===== src/kmp_pkg.sv =====
// Shared constants and types for the streaming pattern matcher.
package kmp_pkg;

  localparam int unsigned MAX_PATTERN_DEF   = 16;
  localparam int unsigned POSITION_BITS_DEF = 32;

  localparam int unsigned CFG_DATA_W = 64;
  localparam int unsigned CFG_IDX_W  = 2;
  localparam int unsigned LEN_REG_W  = 5;
  localparam int unsigned COUNT_W    = 32;
  localparam int unsigned START_W    = 32;
  localparam int unsigned BYTE_W     = 8;
  localparam int unsigned OUT_DATA_W = START_W + COUNT_W;

  localparam logic [CFG_IDX_W-1:0] CFG_PAT_LOW  = 2'd0;
  localparam logic [CFG_IDX_W-1:0] CFG_PAT_HIGH = 2'd1;
  localparam logic [CFG_IDX_W-1:0] CFG_PAT_LEN  = 2'd2;

  typedef struct packed {
    logic clear;
    logic advance;
  } cell_ctrl_t;

endpackage


===== src/kmp_cell.sv =====
// One cell of the prefix chain: tracks whether the pattern prefix up to its byte is matched.
module kmp_cell (
  input  logic                           clk_i,
  input  logic                           rst_ni,
  input  kmp_pkg::cell_ctrl_t            ctrl_i,
  input  logic [kmp_pkg::BYTE_W-1:0]     text_byte_i,
  input  logic [kmp_pkg::BYTE_W-1:0]     pat_byte_i,
  input  logic                           prev_hit_i,
  output logic                           hit_next_o,
  output logic                           hit_o
);

  logic hit_q, hit_d;

  assign hit_next_o = prev_hit_i && (text_byte_i == pat_byte_i);

  always_comb begin
    hit_d = hit_q;
    if (ctrl_i.clear) begin
      hit_d = 1'b0;
    end else if (ctrl_i.advance) begin
      hit_d = hit_next_o;
    end
  end

  always_ff @(posedge clk_i or negedge rst_ni) begin
    if (!rst_ni) begin
      hit_q <= 1'b0;
    end else begin
      hit_q <= hit_d;
    end
  end

  assign hit_o = hit_q;

endmodule


===== src/kmp_all_matches.sv =====
// Top level of the streaming matcher: config registers, cell chain, counters, output register.
// A result is registered and presented in the cycle after its byte is accepted.
// Throughput: one byte per cycle while results are taken; every cell compares its pattern byte in that cycle.
// A result held by the receiver stalls the input; the next byte enters in the cycle it is taken.
// Reset clears the cells, position, count and pattern; pattern length resets to 1.
module kmp_all_matches #(
  parameter int unsigned MAX_PATTERN   = kmp_pkg::MAX_PATTERN_DEF,
  parameter int unsigned POSITION_BITS = kmp_pkg::POSITION_BITS_DEF
) (
  input  logic                               clk_i,
  input  logic                               rst_ni,
  input  logic                               cfg_we_i,
  input  logic [kmp_pkg::CFG_IDX_W-1:0]      cfg_index_i,
  input  logic [kmp_pkg::CFG_DATA_W-1:0]     cfg_data_i,
  input  logic                               s_axis_tvalid,
  output logic                               s_axis_tready,
  input  logic [7:0]                         s_axis_tdata,  // text_byte
  input  logic                               s_axis_tlast,
  output logic                               m_axis_tvalid,
  input  logic                               m_axis_tready,
  output logic [kmp_pkg::OUT_DATA_W-1:0]     m_axis_tdata,  // match_start[31:0], match_total[63:32]
  output logic                               m_axis_tuser,  // match_found
  output logic                               m_axis_tlast
);

  localparam int unsigned LEN_W = $clog2(MAX_PATTERN + 1);
  localparam int unsigned IDX_W = (MAX_PATTERN > 1) ? $clog2(MAX_PATTERN) : 1;
  localparam int unsigned SUB_W = (POSITION_BITS > kmp_pkg::START_W) ? POSITION_BITS
                                                                     : kmp_pkg::START_W;

  logic [kmp_pkg::CFG_DATA_W-1:0] pat_low_q, pat_high_q;
  logic [kmp_pkg::LEN_REG_W-1:0]  len_q;
  logic [POSITION_BITS-1:0]       pos_q, pos_d;
  logic [kmp_pkg::COUNT_W-1:0]    count_q, count_d;

  logic                           out_valid_q;
  logic [kmp_pkg::OUT_DATA_W-1:0] out_data_q;
  logic                           out_user_q, out_last_q;

  logic                 accept, cfg_hit, found;
  logic [LEN_W-1:0]     eff_len;
  logic [IDX_W-1:0]     last_idx;
  logic [MAX_PATTERN-1:0] hit_next, hit;
  logic [SUB_W-1:0]     start_full;
  kmp_pkg::cell_ctrl_t  ctrl;

  assign s_axis_tready = !out_valid_q || m_axis_tready;
  assign accept        = s_axis_tvalid && s_axis_tready;
  assign cfg_hit       = cfg_we_i && ((cfg_index_i == kmp_pkg::CFG_PAT_LOW)
                                   || (cfg_index_i == kmp_pkg::CFG_PAT_HIGH)
                                   || (cfg_index_i == kmp_pkg::CFG_PAT_LEN));

  assign ctrl = '{clear: cfg_hit || (accept && s_axis_tlast), advance: accept};

  always_comb begin
    if (len_q == '0) begin
      eff_len = LEN_W'(1);
    end else if (32'(len_q) > MAX_PATTERN) begin
      eff_len = LEN_W'(MAX_PATTERN);
    end else begin
      eff_len = LEN_W'(len_q);
    end
    last_idx = IDX_W'(eff_len - LEN_W'(1));
  end

  for (genvar g = 0; g < MAX_PATTERN; g++) begin : g_cell
    logic [kmp_pkg::BYTE_W-1:0] pat_byte;
    logic                       prev_hit;
    if (g < 8) begin : g_low
      assign pat_byte = pat_low_q[8*g +: 8];
    end else if (g < 16) begin : g_high
      assign pat_byte = pat_high_q[8*(g-8) +: 8];
    end else begin : g_zero
      assign pat_byte = '0;
    end
    if (g == 0) begin : g_first
      assign prev_hit = 1'b1;
    end else begin : g_rest
      assign prev_hit = hit[g-1];
    end
    kmp_cell u_cell (
      .clk_i       (clk_i),
      .rst_ni      (rst_ni),
      .ctrl_i      (ctrl),
      .text_byte_i (s_axis_tdata),
      .pat_byte_i  (pat_byte),
      .prev_hit_i  (prev_hit),
      .hit_next_o  (hit_next[g]),
      .hit_o       (hit[g])
    );
  end

  assign found = hit_next[last_idx];

  always_comb begin
    if (pos_q >= POSITION_BITS'(eff_len - LEN_W'(1))) begin
      start_full = SUB_W'(pos_q) - SUB_W'(eff_len - LEN_W'(1));
    end else begin
      start_full = '0;
    end
    if (!found) begin
      start_full = '0;
    end
    count_d = count_q;
    if (found && (count_q != '1)) begin
      count_d = count_q + kmp_pkg::COUNT_W'(1);
    end
    pos_d = pos_q;
    if (pos_q != '1) begin
      pos_d = pos_q + POSITION_BITS'(1);
    end
  end

  always_ff @(posedge clk_i or negedge rst_ni) begin
    if (!rst_ni) begin
      pat_low_q  <= '0;
      pat_high_q <= '0;
      len_q      <= kmp_pkg::LEN_REG_W'(1);
    end else if (cfg_we_i) begin
      case (cfg_index_i)
        kmp_pkg::CFG_PAT_LOW:  pat_low_q  <= cfg_data_i;
        kmp_pkg::CFG_PAT_HIGH: pat_high_q <= cfg_data_i;
        kmp_pkg::CFG_PAT_LEN:  len_q      <= cfg_data_i[kmp_pkg::LEN_REG_W-1:0];
        default: ;
      endcase
    end
  end

  always_ff @(posedge clk_i or negedge rst_ni) begin
    if (!rst_ni) begin
      pos_q   <= '0;
      count_q <= '0;
    end else if (accept) begin
      if (s_axis_tlast) begin
        pos_q   <= '0;
        count_q <= '0;
      end else begin
        pos_q   <= pos_d;
        count_q <= count_d;
      end
    end
  end

  always_ff @(posedge clk_i or negedge rst_ni) begin
    if (!rst_ni) begin
      out_valid_q <= 1'b0;
    end else if (accept) begin
      out_valid_q <= 1'b1;
    end else if (m_axis_tready) begin
      out_valid_q <= 1'b0;
    end
  end

  always_ff @(posedge clk_i) begin
    if (accept) begin
      out_data_q <= {count_d, start_full[kmp_pkg::START_W-1:0]};
      out_user_q <= found;
      out_last_q <= s_axis_tlast;
    end
  end

  assign m_axis_tvalid = out_valid_q;
  assign m_axis_tdata  = out_data_q;
  assign m_axis_tuser  = out_user_q;
  assign m_axis_tlast  = out_last_q;

  a_end_clears_position: assert property (@(posedge clk_i) disable iff (!rst_ni)
    accept && s_axis_tlast |=> (pos_q == '0) && (count_q == '0))
    else $error("position or count not cleared at end of text");

  a_cfg_clears_cells: assert property (@(posedge clk_i) disable iff (!rst_ni)
    cfg_hit |=> (hit == '0))
    else $error("cells not cleared by pattern write");

  a_no_match_zero_start: assert property (@(posedge clk_i) disable iff (!rst_ni)
    m_axis_tvalid && !m_axis_tuser |-> (m_axis_tdata[kmp_pkg::START_W-1:0] == '0))
    else $error("nonzero start without match");

  a_match_counts: assert property (@(posedge clk_i) disable iff (!rst_ni)
    m_axis_tvalid && m_axis_tuser |-> (m_axis_tdata[kmp_pkg::OUT_DATA_W-1:kmp_pkg::START_W] != '0))
    else $error("match reported with zero total");

endmodule

===== config.mk =====
export PLATFORM = sky130hd
export DESIGN_NAME = kmp_all_matches
export DESIGN_NICKNAME = d
export VERILOG_FILES = /design/src/kmp_pkg.sv /design/src/kmp_cell.sv /design/src/kmp_all_matches.sv
export SDC_FILE = /design/constraint.sdc
export NUM_CORES = 1
export LEC_CHECK = 0
export BUFFER_PORTS_ARGS = -buffer_cell sky130_fd_sc_hd__buf_4
export CORE_MARGIN = 2
export CORE_UTILIZATION = 40
export DETAILED_ROUTE_END_ITERATION = 8
export GPL_ROUTABILITY_DRIVEN = 0
export HOLD_SLACK_MARGIN = 0.06
export PLACE_DENSITY_LB_ADDON = 0.25
export SLEW_MARGIN = 25
export SYNTH_ARGS = -nofsm -noshare
export SYNTH_HDL_FRONTEND = slang
export SYNTH_SLANG_ARGS = --single-unit

===== constraint.sdc =====
create_clock -name clk_i -period 3.38 [get_ports clk_i]
set_input_delay 0.338 -clock clk_i [delete_from_list [all_inputs] [get_ports clk_i]]
set_output_delay 0.338 -clock clk_i [all_outputs]
set_load 0.05 [all_outputs]

==> Word-level counts from Yosys, hierarchy flattened <==
Index checks and enable logic that the tools add are counted.
{ "totals": {"regBits": 279, "latch_bits": 0, "mem_bits_rw": 0, "mem_bits_ro": 0, "in_bits": 80, "output_inout_bits": 68, "wordCells": 127, "n_memories": 0} }
{ "classes": {"add_sub_neg": 5, "n_mul": 0, "div": 0, "n_lt_le_gt_ge": 3, "n_eq_ne": 20, "n_shift": 0, "n_mux": 40, "bitwise": 0, "n_reduce_logical": 34} }
{ "op_table": {"columns": ["op", "count"], "rows": [
  ["$eq 8x8->1", 16],
  ["$mux 32", 4],
  ["$add 32x1->32 const B", 2],
  ["$ne 32x32->1 const B", 2],
  ["$mux 1", 33],
  ["$ge 32x32->1", 1],
  ["$sub 32x32->32", 1],
  ["$logic_and 1x1->1", 19],
  ["$mux 5", 2],
  ["$reduce_and 2->1", 5],
  ["$reduce_bool 2->1", 3],
  ["$sub 5x1->6 const B", 1],
  ["$gt 5x5->1 const B", 1],
  ["$logic_not 5->1", 1],
  ["$lt 4x5->1 const B", 1],
  ["$bmux 1 s4", 1],
  ["$logic_or 1x1->1", 4],
  ["$sub 4x1->4 const B", 1],
  ["$eq 2x1->1 const B", 1],
  ["$eq 2x2->1 const B", 1],
  ["$logic_not 2->1", 1],
  ["$logic_not 1->1", 1]
]} }

==> Logic depth before layout (Yosys ltp) <==
{ "depth": {"word_depth": 9, "depth_mapped": 17} }

==> Cells and area by module <==
From an unflattened synthesis, not the netlist that was laid out.
{ "unflattened": {"hier_cells": 1385, "area_unflattened_um2": 15238.4} }
{ "by_module_without_submodules": {"columns": ["mod", "instances", "cells_per_inst", "area_each_um2"], "rows": [
  ["kmp_all_matches", 1, 1097, 12956.2],
  ["kmp_cell", 16, 18, 142.6]
]} }

==> Worst setup path after synthesis <==
No wires, ideal clock.
{ "synth_timing": {"path_kind": "register -> register", "from": "register out_valid_q (netlist: m_axis_tvalid)", "to": "register pos_q[0]", "t_arrival_ns": 4.134, "required_ns": 3.248, "setup_slack_ns": -0.886, "stages_incl_launch_ff": 9, "n_path_buf": 2, "synth_period_minus_slack_ns": 4.266, "cell_sequence": "dfrtp_1 -> nand2b_1 -> nand2_1 -> inv_1 -> clkbuf_1 -> clkbuf_1 -> o21ai_0 -> nand2_1 -> o31ai_1"} }
{ "synth_via": {"elab_chain_len": 4} }
{ "synth_rtl": {"columns": ["item", "line_no", "text"], "rows": [
  ["start, declared", "kmp_all_matches.sv:36", "logic out_valid_q;"],
  ["start signal, assigned", "kmp_all_matches.sv:146", "out_valid_q <= 1'b0;"],
  ["start signal, assigned", "kmp_all_matches.sv:148", "out_valid_q <= 1'b1;"],
  ["start signal, assigned", "kmp_all_matches.sv:150", "out_valid_q <= 1'b0;"],
  ["$logic_not 1->1", "kmp_all_matches.sv:47", "assign s_axis_tready = !out_valid_q || m_axis_tready;"],
  ["$logic_or 1x1->1", "kmp_all_matches.sv:47", null],
  ["named net s_axis_tready", "kmp_all_matches.sv:16", "output logic s_axis_tready,"],
  ["$logic_and 1x1->1", "kmp_all_matches.sv:48", "assign accept = s_axis_tvalid && s_axis_tready;"],
  ["named net accept", "kmp_all_matches.sv:40", "logic accept, cfg_hit, found;"],
  ["$reduce_and 2->1 (no source line)", null, null],
  ["end signal, assigned", "kmp_all_matches.sv:138", "pos_q <= pos_d;"],
  ["end, declared", "kmp_all_matches.sv:33", "logic [POSITION_BITS-1:0] pos_q, pos_d;"]
]} }
The timed path passes the listed nets, and every way through them passes these cells.
A chain may end at the register's enable or synchronous reset.

==> Worst setup path after layout <==
{ "layout_timing": {"from": "register len_q[3] in the netlist's numbering", "to": "register out_data_q, in the netlist m_axis_tdata[31], data pin"} }
{ "layout_via": {"elab_chain_len": 7, "word_cells_on_any_way": 11, "classes_between": "3 x add/sub; 2 x order compare; 4 x mux; 2 x reduce/logical"} }
{ "layout_rtl": {"columns": ["item", "line_no", "text"], "rows": [
  ["start, declared", "kmp_all_matches.sv:32", "logic [kmp_pkg::LEN_REG_W-1:0] len_q;"],
  ["start signal, assigned", "kmp_all_matches.sv:118", "len_q <= kmp_pkg::LEN_REG_W'(1);"],
  ["start signal, assigned", "kmp_all_matches.sv:123", "kmp_pkg::CFG_PAT_LEN: len_q <= cfg_data_i[kmp_pkg::LEN_REG_W-1:0];"],
  ["$gt 5x5->1", "kmp_all_matches.sv:58", "end else if (32'(len_q) > MAX_PATTERN) begin"],
  ["$mux 5", "kmp_all_matches.sv:58", null],
  ["$mux 5 (*)", "kmp_all_matches.sv:56", "if (len_q == '0) begin"],
  ["branches (longest 4 deep; another with $ge 32x32->1)", null, null],
  ["end signal, assigned", "kmp_all_matches.sv:156", "out_data_q <= {count_d, start_full[kmp_pkg::START_W-1:0]};"],
  ["end, declared", "kmp_all_matches.sv:37", "logic [kmp_pkg::OUT_DATA_W-1:0] out_data_q;"]
]} }
Every way passes the cells marked *. The select of a mux whose other input is x is not followed.

==> results.txt <==
----------------------------------------------------
[Yosys]
  Fraction of the yosys area taken by sequential cells ... 47.02%
  Async set or reset register ratio after synthesis ... between 70 and 80%
  Combinational family with the most area after synthesis ... simple AND/OR/NAND/NOR gates
  Number of warnings reported in the yosys synthesis log ... 0
  Synthesized-area fraction occupied by ao, oa, aoi and oai cells ... between 10% and 20%
  Post-synth EDFFs ... between 60 and 70
  Post-synthesis mux area share ... 9.821%
  Top cells by area, synth ... dfrtp_1 34%, edfxtp_1 13%, mux2_2 9.6%
  Area share of xor/xnor cells in the synthesized design ... between 10% and 20%
  Number of different library cells in the post-synthesis netlist ... 78
  Total of flip-flops plus latches after synthesis ... 279
  Top_reg_cell synth ... dfrtp_1
  Syn_area_per_cell ... 10.60 µm²
  Syn Inst Count ... about 1,500
  Post-Synth Adder-Cell Area ... 3.105%
  Area share of and/or/nand/nor cells after synthesis ... roughly 15%
  Post-synth top area cell ... dfrtp_1
  Proportion of netlist area held by the largest area contributor ... between 30 and 40%
  Post-synthesis instance area ... ~0.016 mm²

[Run]
  Maximum Capacitance Violations ... 0

[Setup path]
  Arrival time reported for the critical path endpoint ... 3.62 ns
  Total buffers and inverters traversed by the critical path ... 2
  Cell mode on critical path ... o21ai_4
  Required time of the worst setup path ... approximately 3.7 ns
  Number of cells on the worst reg-to-reg path ... 14
  Crit path max-delay family ... compound AO/OA/AOI/OAI gates
  Max Fanout on Critical Path ... 5
  Endpoint type of the worst setup path ... flip-flop
  Slowest library cell on the worst path ... dfrtp_1
  Launching element type of the critical path ... flip-flop
  Logic depth of the worst setup path including buffers ... 14
  Slowest Stage Delay on Critical Path ... between 0.3 and 0.4 ns
  Cell Chain, Critical Path ... nor3_2 > o21ba_2 > inv_2 > ha_4 > ha_1 > nor2b_2 > o2111ai_2 > a211oi_2 > o21ai_1 > buf_4 > o21ai_4 > o21ai_4 > o211a_1 > a2111oi_2
  Class of the most critical setup path ... flip-flop to flip-flop

[STA]
  Measured slew at the worst slew-check pin ... 0.9435 ns
  Setup-violating endpoint count in the final report ... 0
  Hold Violations, Final ... 0
  Final Cycle Share ... between 90% and 100%
  Fin crit period ... 3.287 ns
  Final-report max-slew violation count ... 0
  Normalized max-slew margin ... 37.10%
  FMAX ... 304.2 MHz
  Clk_skew ... 0.02807 ns
  Unrepaired setup endpoints after global routing ... true
  Worst hold margin ... slightly above 0.09 ns

[Drt]
  Remaining antenna violation count after routing ... 0
  Number of iterations in the first detailed-routing pass ... 6
  Total number of vias ... 12,153
  Routed Wire Length ... 40.32 mm
  Vias per cell ... 5.349
  Iteration-0 DRC Markers ... 565
  Average wire per cell in the routed design ... 17.74 µm
  Residual DRC count ... 0

[Global routing]
  Maximum number of pins on one net before global-route repair ... 85
  Remaining global-route overflow ... 0
  Via count of the first global-routing pass ... 12,019
  Antenna violations before repair ... 1
  Global Route Usage Sum ... 19.68%
  Global-route wire length before repair ... about 65 mm

[Die]
  Die width ... 201.2 µm
  Area of the core region ... 0.03856 mm²
  Cell Rows ... slightly above 70
  Vertical extent of the die ... 201.2 µm
  Boundary pin count ... approximately 150
  Starting utilization of the core area ... 40.34%
  Area of the die ... 0.04048 mm²

[Clocking]
  Deepest clock path buffer count ... 3
  Clock-pin slew of the registers on the worst-case setup and hold paths ... 0.06 ns
  Count of clock tree sinks ... around 280
  # H-tree levels ... 2
  Library cell used as clock root buffer ... clkbuf_16
  CTS tree ... built
  Total CTS buffers ... 34
  Clock latency on the worst-skew pair ... about 0.54 ns

[Min path]
  Type of the most critical hold path ... input port to flip-flop
  Hold Path Depth ... 2

[Power and ir drop]
  Pwr/cell area ... between 500 and 600 mW/mm²
  Worst vdd rail ir drop ... 418.5 µV
  Leakage power ... 8.163 nW

[Status]
  Status ... complete, no violations

[Place]
  Placed wire-length estimate after detailed placement ... ~27 mm
  Number of input and output port buffers inserted ... 147
  Placed cells ... between 2,000 and 2,500
  Area post-placement ... 0.01762 mm²

[Finish]
  Area of all placed cells without fillers ... 0.01969 mm²
  Layout Area Growth over Synthesis ... 26.59%
  Fraction of layout instances using a drive strength above 1 ... 25.16%
  Final net count ... 1,846
  Post-Layout Cell Count ... 2,272
  Most common library cell in the layout ignoring fill and taps ... dfrtp_1
  Highest-count cells in the layout ignoring fill and taps ... 212 x dfrtp_1, 193 x buf_4, 134 x xnor2_1

----------------------------------------------------
## worst register-to-register path: stages (launching register included)
cell and delay, ns:
dfrtp_1 0.38, nor3_2 0.19, o21ba_2 0.17, inv_2 0.05
ha_4 0.25, ha_1 0.31, nor2b_2 0.19, o2111ai_2 0.14
a211oi_2 0.27, o21ai_1 0.11, buf_4 0.16, o21ai_4 0.21
o21ai_4 0.09, o211a_1 0.24, a2111oi_2 0.32
## kinds of logic after synthesis
logic type	count (synthesis)
other	1
AND/OR/NAND/NOR	449
buffers and inverters	131
multiplexers	136
AO/OA/AOI/OAI	239
adder cells (fa/ha/maj)	38
flip-flops	279
XOR/XNOR	195
## registers in the layout, summed over array words and instances (netlist names)
name	cells
m_axis_tdata	64
pat_high_q	64
pat_low_q	64
count_q	32
pos_q	32
g_cell.u_cell.hit_o	15
len_q	5
m_axis_tlast	1
m_axis_tuser	1
m_axis_tvalid	1
## power by group
group          total [mW]  switching, mW  internal (mW)  leakage (nW)
Clock                3.76           1.47           2.30         0.551
Combinational        2.84           1.56           1.28          4.41
Sequential           4.29          0.358           3.93          3.20
## metrics by stage
step	power (mW)	utilization [%]	worst slack, ns	TNS (ns)
6_report	10.89	51.07	0.09302	0
5_1_grt	11.45	51.07	-0.1034	-1.394
4_1_cts	10.95	50.43	0.002721	0
3_5_place_dp	7.054	45.70	-0.07013	-0.07013
3_3_place_gp	6.984	45.70	-0.01737	-0.01737
2_1_floorplan	6.112	-	-0.01303	-0.1164
## cells in the mapped netlist, types with 8 or more instances
cell type and instances:
a22o_1 11, or3_1 11, a31oi_1 18, ha_1 37, inv_1 49, nand2_1 70, nor4_1 36, xor2_1 60
o211ai_1 8, o21ai_0 50, a21o_1 19, edfxtp_1 66, a211oi_1 9, and3_1 19, a21oi_1 52, mux2_2 133
nand3_1 75, dfrtp_1 212, nor2_1 87, nor3_1 55, nor2b_1 9, buf_2 23, nand4_1 43, xnor2_1 134
clkbuf_1 44, o311ai_1 15
## path summary, 6_finish.rpt
| check | start | endpoint | slack, ns |
|---|---|---|---|
| min | cfg_data_i[1] | pat_high_q[1] | 0.09 |
| max reg2reg | len_q[3] | m_axis_tdata[31] | 0.09 |
| max in group asynchronous | rst_ni | len_q[0] | 2.06 |
| max | len_q[3] | m_axis_tdata[31] | 0.09 |
| min reg2reg | g_cell[13].u_cell.hit_o | g_cell[13].u_cell.hit_o | 0.48 |
| min in group asynchronous | rst_ni | pat_low_q[31] | 0.42 |
## cell type report
type,count,area [µm²]
multi-input cells,1086,7963
well taps,518,648.1
fillers,3496,18870
flip-flops and latches,279,7313
clock buffers,47,960.9
inverters,51,192.7
clock inverters,14,178.9
repair buffers,276,2432
diodes,1,2.502
## repair_timing
item,CTS,global route
resized for setup,7,25
hold endpoints to repair,210,2
pin swaps,5,16
buffers inserted,2,7
cloned,0,4
endpoints found under the setup margin,3,33
hold buffers,64,1
## layer usage
| metal | part of all wire, % | vias up | global-route usage, % |
|---|---|---|---|
| li1 | - | 5846 | - |
| met1 | 45 | 5987 | 26.41 |
| met2 | 48 | 260 | 32.85 |
| met3 | 4.2 | 60 | 3.256 |
| met4 | 2.5 | 0 | 5.725 |
| met5 | 0 | - | 0 |
No activity file was read; power rests on OpenSTA's default activity.
